File: config.mk
export PLATFORM = sky130hd
export DESIGN_NAME = sensor_hub_reply_decoder_core
export DESIGN_NICKNAME = d
export VERILOG_FILES = /design/src/sv/shrd_pkg.sv /design/src/sv/sensor_hub_reply_decoder_core.sv
export SDC_FILE = /design/constraint.sdc
export NUM_CORES = 1
export LEC_CHECK = 0
export BUFFER_PORTS_ARGS = -buffer_cell sky130_fd_sc_hd__buf_2
export CAP_MARGIN = 20
export CORE_MARGIN = 1
export CORE_UTILIZATION = 47
export CTS_BUF_LIST = sky130_fd_sc_hd__clkbuf_8
export DETAILED_ROUTE_END_ITERATION = 7
export PLACE_DENSITY_LB_ADDON = 0.15
export SLEW_MARGIN = 5
export SYNTH_ARGS = -nofsm -noshare
export SYNTH_HDL_FRONTEND = slang
export SYNTH_SLANG_ARGS = --single-unit
File: constraint.sdc
create_clock -name clk -period 4.55 [get_ports clk]
set_input_delay 0.2275 -clock clk [delete_from_list [all_inputs] [get_ports clk]]
set_output_delay 0.2275 -clock clk [all_outputs]
set_load 0.02 [all_outputs]
File: src/sv/shrd_pkg.sv
`timescale 1ns / 1ps

package shrd_pkg;

  // Frame delimiter and record kinds
  localparam logic [7:0] DELIM     = 8'h7E;
  localparam logic [7:0] KIND_CAP  = 8'd184;
  localparam logic [7:0] KIND_CUR  = 8'd185;
  localparam logic [7:0] KIND_VOLT = 8'd186;
  localparam logic [7:0] KIND_TEMP = 8'd103;

  // Frames shorter than this are reported as short
  localparam int unsigned MIN_FRAME = 8;

  // Frame parser phases
  localparam logic [2:0] PH_HUNT    = 3'd0;
  localparam logic [2:0] PH_LEN_HI  = 3'd1;
  localparam logic [2:0] PH_LEN_LO  = 3'd2;
  localparam logic [2:0] PH_TYPE    = 3'd3;
  localparam logic [2:0] PH_FLAG    = 3'd4;
  localparam logic [2:0] PH_PAYLOAD = 3'd5;
  localparam logic [2:0] PH_CHECK   = 3'd6;
  localparam logic [2:0] PH_DONE    = 3'd7;

  // Checksum verdict
  localparam logic [1:0] VERDICT_NONE = 2'd0;
  localparam logic [1:0] VERDICT_GOOD = 2'd1;
  localparam logic [1:0] VERDICT_BAD  = 2'd2;

  // Position inside a record
  localparam logic [1:0] REC_ID   = 2'd0;
  localparam logic [1:0] REC_KIND = 2'd1;
  localparam logic [1:0] REC_LOW  = 2'd2;
  localparam logic [1:0] REC_HIGH = 2'd3;

  // Bits of the held valid mask
  localparam logic [1:0] V_SOC  = 2'd0;
  localparam logic [1:0] V_CUR  = 2'd1;
  localparam logic [1:0] V_VOLT = 2'd2;
  localparam logic [1:0] V_TEMP = 2'd3;

  // Result status codes
  localparam logic [2:0] ST_OK        = 3'd0;
  localparam logic [2:0] ST_SHORT     = 3'd1;
  localparam logic [2:0] ST_BAD_FRAME = 3'd2;
  localparam logic [2:0] ST_BAD_CSUM  = 3'd3;
  localparam logic [2:0] ST_NO_REC    = 3'd4;

  // Result item, first field in the highest bits
  typedef struct packed {
    logic [15:0] temp_value;
    logic        temp_valid;
    logic [15:0] voltage_value;
    logic        voltage_valid;
    logic [15:0] current_value;
    logic        current_valid;
    logic [7:0]  soc_percent;
    logic        soc_valid;
    logic [2:0]  status;
  } result_t;

  // Number of set bits in a byte
  function automatic logic [3:0] popcount8(input logic [7:0] b);
    logic [3:0] n;
    n = 4'd0;
    for (int k = 0; k < 8; k++) begin
      n = n + {3'd0, b[k]};
    end
    return n;
  endfunction

endpackage

File: src/sv/sensor_hub_reply_decoder_core.sv
`timescale 1ns / 1ps

// The result of a frame is registered and appears on m_tdata in the cycle after its last byte is taken.
// Throughput: one byte per cycle while s_tready is high; each byte passes one logic stage into the parser state.
// The result register frees s_tready whenever it is empty or being drained.
// Reset (rst, synchronous, active high) returns the parser to delimiter hunt
// and empties the result register.
module sensor_hub_reply_decoder_core #(
  parameter int unsigned MAX_FRAME  = 96,
  parameter int unsigned HUB_HEADER = 6
) (
  input  logic        clk,
  input  logic        rst,
  input  logic        s_tvalid,
  output logic        s_tready,
  input  logic [7:0]  s_tdata,   // [7:0] rx_byte
  input  logic        s_tlast,   // last_byte
  output logic        m_tvalid,
  input  logic        m_tready,
  // [2:0] status, [3] soc_valid, [11:4] soc_percent, [12] current_valid,
  // [28:13] current_value, [29] voltage_valid, [45:30] voltage_value,
  // [46] temp_valid, [62:47] temp_value, [63] zero
  output logic [63:0] m_tdata
);

  localparam int unsigned CNT_W = $clog2(MAX_FRAME + 1);

  // Parser state
  logic [2:0]       phase, phase_next;
  logic [CNT_W-1:0] byte_count, byte_count_next;
  logic [15:0]      body_len, body_len_next;
  logic [15:0]      payload_position, payload_position_next;
  logic [7:0]       checksum_sum, checksum_sum_next;
  logic [1:0]       checksum_verdict, checksum_verdict_next;
  logic [1:0]       record_position, record_position_next;
  logic [7:0]       record_kind, record_kind_next;
  logic [7:0]       value_low, value_low_next;
  logic             records_stopped, records_stopped_next;
  logic [7:0]       held_soc, held_soc_next;
  logic [15:0]      held_current, held_current_next;
  logic [15:0]      held_voltage, held_voltage_next;
  logic [15:0]      held_temp, held_temp_next;
  logic [3:0]       held_valid, held_valid_next;

  shrd_pkg::result_t result, result_next;
  logic              in_acc;
  logic [7:0]        b;
  logic [7:0]        csum_add;
  logic [15:0]       word;
  logic [2:0]        status_next;

  assign s_tready = !m_tvalid || m_tready;
  assign in_acc   = s_tvalid && s_tready;
  assign b        = s_tdata;
  assign csum_add = checksum_sum + {4'd0, shrd_pkg::popcount8(b)};
  assign word     = {b, value_low};
  assign m_tdata  = {1'b0, result};

  // Next parser state for the byte at the input
  always_comb begin
    phase_next            = phase;
    byte_count_next       = byte_count;
    body_len_next         = body_len;
    payload_position_next = payload_position;
    checksum_sum_next     = checksum_sum;
    checksum_verdict_next = checksum_verdict;
    record_position_next  = record_position;
    record_kind_next      = record_kind;
    value_low_next        = value_low;
    records_stopped_next  = records_stopped;
    held_soc_next         = held_soc;
    held_current_next     = held_current;
    held_voltage_next     = held_voltage;
    held_temp_next        = held_temp;
    held_valid_next       = held_valid;

    if (byte_count < CNT_W'(MAX_FRAME)) begin
      byte_count_next = byte_count + CNT_W'(1);
      unique case (phase)
        shrd_pkg::PH_HUNT: begin
          if (b == shrd_pkg::DELIM) phase_next = shrd_pkg::PH_LEN_HI;
        end
        shrd_pkg::PH_LEN_HI: begin
          body_len_next = {b, 8'd0};
          phase_next    = shrd_pkg::PH_LEN_LO;
        end
        shrd_pkg::PH_LEN_LO: begin
          body_len_next = {body_len[15:8], b};
          phase_next    = shrd_pkg::PH_TYPE;
        end
        shrd_pkg::PH_TYPE: begin
          checksum_sum_next = {4'd0, shrd_pkg::popcount8(b)};
          phase_next        = shrd_pkg::PH_FLAG;
        end
        shrd_pkg::PH_FLAG: begin
          checksum_sum_next     = csum_add;
          payload_position_next = 16'd0;
          phase_next = (body_len == 16'd0) ? shrd_pkg::PH_CHECK : shrd_pkg::PH_PAYLOAD;
        end
        shrd_pkg::PH_PAYLOAD: begin
          checksum_sum_next = csum_add;
          // record decoding past the hub header
          if (!records_stopped && payload_position >= 16'(HUB_HEADER)) begin
            unique case (record_position)
              shrd_pkg::REC_ID: record_position_next = shrd_pkg::REC_KIND;
              shrd_pkg::REC_KIND: begin
                if (b == shrd_pkg::KIND_CAP || b == shrd_pkg::KIND_CUR ||
                    b == shrd_pkg::KIND_VOLT || b == shrd_pkg::KIND_TEMP) begin
                  record_kind_next     = b;
                  record_position_next = shrd_pkg::REC_LOW;
                end else begin
                  records_stopped_next = 1'b1;
                end
              end
              shrd_pkg::REC_LOW: begin
                if (record_kind == shrd_pkg::KIND_CAP) begin
                  held_soc_next                     = b;
                  held_valid_next[shrd_pkg::V_SOC]  = 1'b1;
                  record_position_next              = shrd_pkg::REC_ID;
                end else begin
                  value_low_next       = b;
                  record_position_next = shrd_pkg::REC_HIGH;
                end
              end
              shrd_pkg::REC_HIGH: begin
                priority if (record_kind == shrd_pkg::KIND_CUR) begin
                  held_current_next                = word;
                  held_valid_next[shrd_pkg::V_CUR] = 1'b1;
                end else if (record_kind == shrd_pkg::KIND_VOLT) begin
                  held_voltage_next                 = word;
                  held_valid_next[shrd_pkg::V_VOLT] = 1'b1;
                end else begin
                  held_temp_next                    = word;
                  held_valid_next[shrd_pkg::V_TEMP] = 1'b1;
                end
                record_position_next = shrd_pkg::REC_ID;
              end
              default: record_position_next = shrd_pkg::REC_ID;
            endcase
          end
          payload_position_next = payload_position + 16'd1;
          if (payload_position + 16'd1 >= body_len) phase_next = shrd_pkg::PH_CHECK;
        end
        shrd_pkg::PH_CHECK: begin
          checksum_verdict_next = (b == checksum_sum) ? shrd_pkg::VERDICT_GOOD
                                                      : shrd_pkg::VERDICT_BAD;
          phase_next            = shrd_pkg::PH_DONE;
        end
        default: ;
      endcase
    end
  end

  // Frame verdict and gated result fields
  always_comb begin
    priority if (byte_count_next < CNT_W'(shrd_pkg::MIN_FRAME))
      status_next = shrd_pkg::ST_SHORT;
    else if (checksum_verdict_next == shrd_pkg::VERDICT_NONE)
      status_next = shrd_pkg::ST_BAD_FRAME;
    else if (checksum_verdict_next == shrd_pkg::VERDICT_BAD)
      status_next = shrd_pkg::ST_BAD_CSUM;
    else if (held_valid_next != 4'd0)
      status_next = shrd_pkg::ST_OK;
    else
      status_next = shrd_pkg::ST_NO_REC;

    result_next               = '0;
    result_next.status        = status_next;
    if (status_next == shrd_pkg::ST_OK) begin
      result_next.soc_valid     = held_valid_next[shrd_pkg::V_SOC];
      result_next.soc_percent   = held_valid_next[shrd_pkg::V_SOC] ? held_soc_next : 8'd0;
      result_next.current_valid = held_valid_next[shrd_pkg::V_CUR];
      result_next.current_value = held_valid_next[shrd_pkg::V_CUR] ? held_current_next : 16'd0;
      result_next.voltage_valid = held_valid_next[shrd_pkg::V_VOLT];
      result_next.voltage_value = held_valid_next[shrd_pkg::V_VOLT] ? held_voltage_next : 16'd0;
      result_next.temp_valid    = held_valid_next[shrd_pkg::V_TEMP];
      result_next.temp_value    = held_valid_next[shrd_pkg::V_TEMP] ? held_temp_next : 16'd0;
    end
  end

  // Control state; a last byte clears the frame
  always_ff @(posedge clk) begin
    if (rst) begin
      phase            <= shrd_pkg::PH_HUNT;
      byte_count       <= '0;
      checksum_verdict <= shrd_pkg::VERDICT_NONE;
      record_position  <= shrd_pkg::REC_ID;
      records_stopped  <= 1'b0;
      held_valid       <= 4'd0;
    end else if (in_acc) begin
      if (s_tlast) begin
        phase            <= shrd_pkg::PH_HUNT;
        byte_count       <= '0;
        checksum_verdict <= shrd_pkg::VERDICT_NONE;
        record_position  <= shrd_pkg::REC_ID;
        records_stopped  <= 1'b0;
        held_valid       <= 4'd0;
      end else begin
        phase            <= phase_next;
        byte_count       <= byte_count_next;
        checksum_verdict <= checksum_verdict_next;
        record_position  <= record_position_next;
        records_stopped  <= records_stopped_next;
        held_valid       <= held_valid_next;
      end
    end
  end

  // Data state, qualified by the control state above
  always_ff @(posedge clk) begin
    if (in_acc) begin
      body_len         <= body_len_next;
      payload_position <= payload_position_next;
      checksum_sum     <= checksum_sum_next;
      record_kind      <= record_kind_next;
      value_low        <= value_low_next;
      held_soc         <= held_soc_next;
      held_current     <= held_current_next;
      held_voltage     <= held_voltage_next;
      held_temp        <= held_temp_next;
    end
  end

  // Result register
  always_ff @(posedge clk) begin
    if (rst) begin
      m_tvalid <= 1'b0;
    end else if (in_acc && s_tlast) begin
      m_tvalid <= 1'b1;
    end else if (m_tready) begin
      m_tvalid <= 1'b0;
    end
  end

  always_ff @(posedge clk) begin
    if (in_acc && s_tlast) result <= result_next;
  end

`ifndef SYNTH
  a_last_gives_result: assert property (@(posedge clk) disable iff (rst)
    s_tvalid && s_tready && s_tlast |=> m_tvalid)
    else $error("frame end did not load a result");

  a_no_spurious_result: assert property (@(posedge clk) disable iff (rst)
    s_tvalid && s_tready && !s_tlast && !m_tvalid |=> !m_tvalid)
    else $error("result appeared without a frame end");

  a_valid_only_ok: assert property (@(posedge clk) disable iff (rst)
    m_tvalid && result.status != shrd_pkg::ST_OK |->
      !result.soc_valid && !result.current_valid && !result.voltage_valid &&
      !result.temp_valid)
    else $error("value marked valid on a failed frame");

  a_count_bound: assert property (@(posedge clk) disable iff (rst)
    byte_count <= CNT_W'(MAX_FRAME))
    else $error("byte count past frame limit");

  a_ok_has_value: assert property (@(posedge clk) disable iff (rst)
    m_tvalid && result.status == shrd_pkg::ST_OK |->
      result.soc_valid || result.current_valid || result.voltage_valid || result.temp_valid)
    else $error("ok status without any value");
`endif

endmodule
==> flow_summary.toml <==
[yosys]
avgSynthCellArea_sq_um = 10.8
ys_seq_area_share_pct = 59.4
netlist_area_sq_um = 9520
ys_seq_elements = 195
synth.distinct_cells = 59
syn_inst = 885
synthFlopType = "edfxtp_1"
yosys_warnings = 0
syn_nets = 934
async_flop_share_pct = 0
synth_edf_count = 175

[setup_path]
crit_required_ns = 4.77
ff2ff_setup_slack_ns = 1.16
startpoint = "s_tdata[1]"
setup.worst_path.class = "primary input to flip-flop"
worst_r2r_startpoint = "payload_position[4]"
crit_end = "checksum_sum[6]"
cp-end-kind = "flip-flop"
r2r_end = "phase[0]"
critPathArrivalTime_ns = 4.03
path_max_fanout = 12
r2r_cells = 11
startpoint_type = "primary input"

[sta]
tightestPinTransition_ns = 0.951
tns_ns = 0
rsz0062_at_grt = "false"
setup_viol = 0
finalHoldViolations = 0
fin_skew_ns = 0.0186
fin_crit_sh_pct = 83.7
slew_viol_final = 0
fin_crit_ns = 3.81
relSlewSlack_pct = 36.4
fmax_ghz = 0.263

[layout]
seq_area_sq_um = 5660
syn_to_final_growth_pct = 11.3
fillers = 1798
final_nets = 1000
antenna_cells = 0
multi_input_area_sq_um = 3470
utilization_pct = 53.9
drive_above_1_share_pct = 14.6
final_cell_mix = "nand2_1, edfxtp_1, buf_2"
stdcell_count = 1229

[drt]
wl_per_cell_microns = 17.2
drt-total-wl_mm = 21.1
drcViolationCount = 0
drt_iter0_markers = 484
viasPerCell = 5.33
num_vias = 6547
drt_pre_antenna_iters = 5
ant_nets = 0

[placement]
placed_cells = 1195
hpwl_mm = 14.1
place_congestion = 0.833
io_buffers = 77

[power_and_ir_drop]
powerDensity_nw_per_um2 = 325
irDropWorstVdd_v = 0.000176
totalPowerFinal_mw = 3.44
leakage_nw = 3.94

[clock_network]
clk_pin_slew_ns = 0.11
cts_hold_buf = 0
cts_resized = 0
htree_levels = 4
cts_buffers = 17
clock_path_buffers = 2
clock-sinks = 195
cts_post_setup_buffers_inserted = 0
clockRootBuffer = "clkbuf_8"
insertion_delay_ns = 0.47
cts_tree = "built"

[floorplanning]
die_h_microns = 144
die_w_microns = 144
num_rows = 51
core-area_sq_um = 19700
dieArea_sq_um = 20800
num_io_pins = 79
start_util_pct = 48.4

[grt]
antenna_found_initial = 0
grt_usage_pct = 21.4
grt_max_degree = 64
grt_pass1_wl_mm = 33.4
gr-total-overflow = 0
grt_pass1_vias = 6152

[status]
status = "finished, final reports clean"

[worst_hold_path]
hold_path.class = "primary input to flip-flop"

[flow_run]
cap_violations = 0
power breakdown:
group | internal [mW] | switching [mW]
Sequential | 2.01 | 0.0217
Clock | 0.427 | 0.717
Combinational | 0.0954 | 0.177
Total | 2.53 | 0.916
how the worst min path moves through the flow:
stage / startpoint / to / depth (start not counted)
final: s_tdata[1] / record_kind[1] / 1
after global routing: s_tdata[1] / record_kind[1] / 1
after CTS: s_tdata[1] / record_kind[1] / 1
after detailed placement: records_stopped / records_stopped / 2
after global placement: checksum_verdict[0] / checksum_verdict[0] / 2
after floorplan: s_tdata[0] / record_kind[0] / 0
cell usage after synthesis (2+ instances only):
library cell  count  area share (%)
nand2b_1         12            0.79
a21oi_1          71             3.7
and4_1            5            0.46
nand3_1          38             2.0
nand4_1          16             1.1
inv_1            50             2.0
dfxtp_1          20             4.2
buf_2            15            0.79
nor3b_1           2            0.16
a21o_1            4            0.32
or2_0             2            0.13
mux2i_1           2            0.21
mux2_1            8            0.95
edfxtp_1        175              55
nor4_1            7            0.46
a2111o_1          3            0.35
xnor2_1          22             2.0
nand2_1         176             6.9
ha_1             31             4.1
or3_1             2            0.13
and3_1            5            0.33
nor3_1           14            0.74
and2_1           12            0.79
clkbuf_1         31             1.2
o21ai_1          10            0.53
fa_1              5             1.1
a22oi_1          11            0.87
nor2b_1          24             1.6
o21ai_0           9            0.47
xor2_1           11             1.0
a31oi_1           6            0.39
nor2_1           58             2.3
nand3b_1          2            0.16
metal layers:
layer	GRT usage [%]	wire [microns]
met1	32.0	10300
met2	32.0	9670
met3	4.11	970
met4	4.60	196
met5	0	0
sequential cells by signal, indices dropped and copies added (netlist names), 3 cells and up:
signal and count:
phase 3, held_voltage 16, held_current 16, held_temp 16, payload_position 16, value_low 8
m_tdata 63, record_kind 8, body_len 16, held_valid 4, byte_count 7, held_soc 8
checksum_sum 8
critical path, cell delays in order:
cell and delay (ns):
buf_2 0.24, inv_1 0.15, fa_1 0.50, fa_1 0.51
fa_1 0.41, inv_1 0.07, ha_1 0.16, inv_1 0.06
fa_1 0.37, xnor2_1 0.27, ha_1 0.30, nor2b_1 0.13
o21ai_0 0.14, nand2b_1 0.11, and3_1 0.20, xnor2_1 0.13
nor2_1 0.05
final cells by class:
type                       count  share of cell area [%]
clock inverter                15                    1.74
tap                          265                    3.13
sequential                   195                    53.4
timing repair buffer          96                    5.03
multi-input combinational    590                    32.7
clock buffer                  17                    2.21
inverter                      51                    1.81
metrics by stage:
step                hold WS, ns  area [sq um]  setup WS (ns)
floorplan                 0.326          9520          0.300
global placement          0.497         10200          0.353
detailed placement        0.508         10200          0.279
CTS                       0.114         10600          0.766
global route              0.117         10600          0.519
finish                    0.139         10600          0.744
cell families (layout without fill, tap and decap cells):
| family | Yosys count | count (layout) | share of synthesized area [%] |
|---|---|---|---|
| adders and majority gates | 36 | 36 | 5.12 |
| and+or+nand+nor | 382 | 382 | 18.8 |
| muxes | 11 | 11 | 1.27 |
| AOI/OAI and AO/OA | 127 | 127 | 8.12 |
| other | 1 | 1 | 0.0394 |
| buffers and inverters | 100 | 179 | 4.26 |
| xor gates and xnor gates | 33 | 33 | 3.04 |
| DFF | 195 | 195 | 59.4 |
No activity file was read; power rests on OpenSTA's default activity.
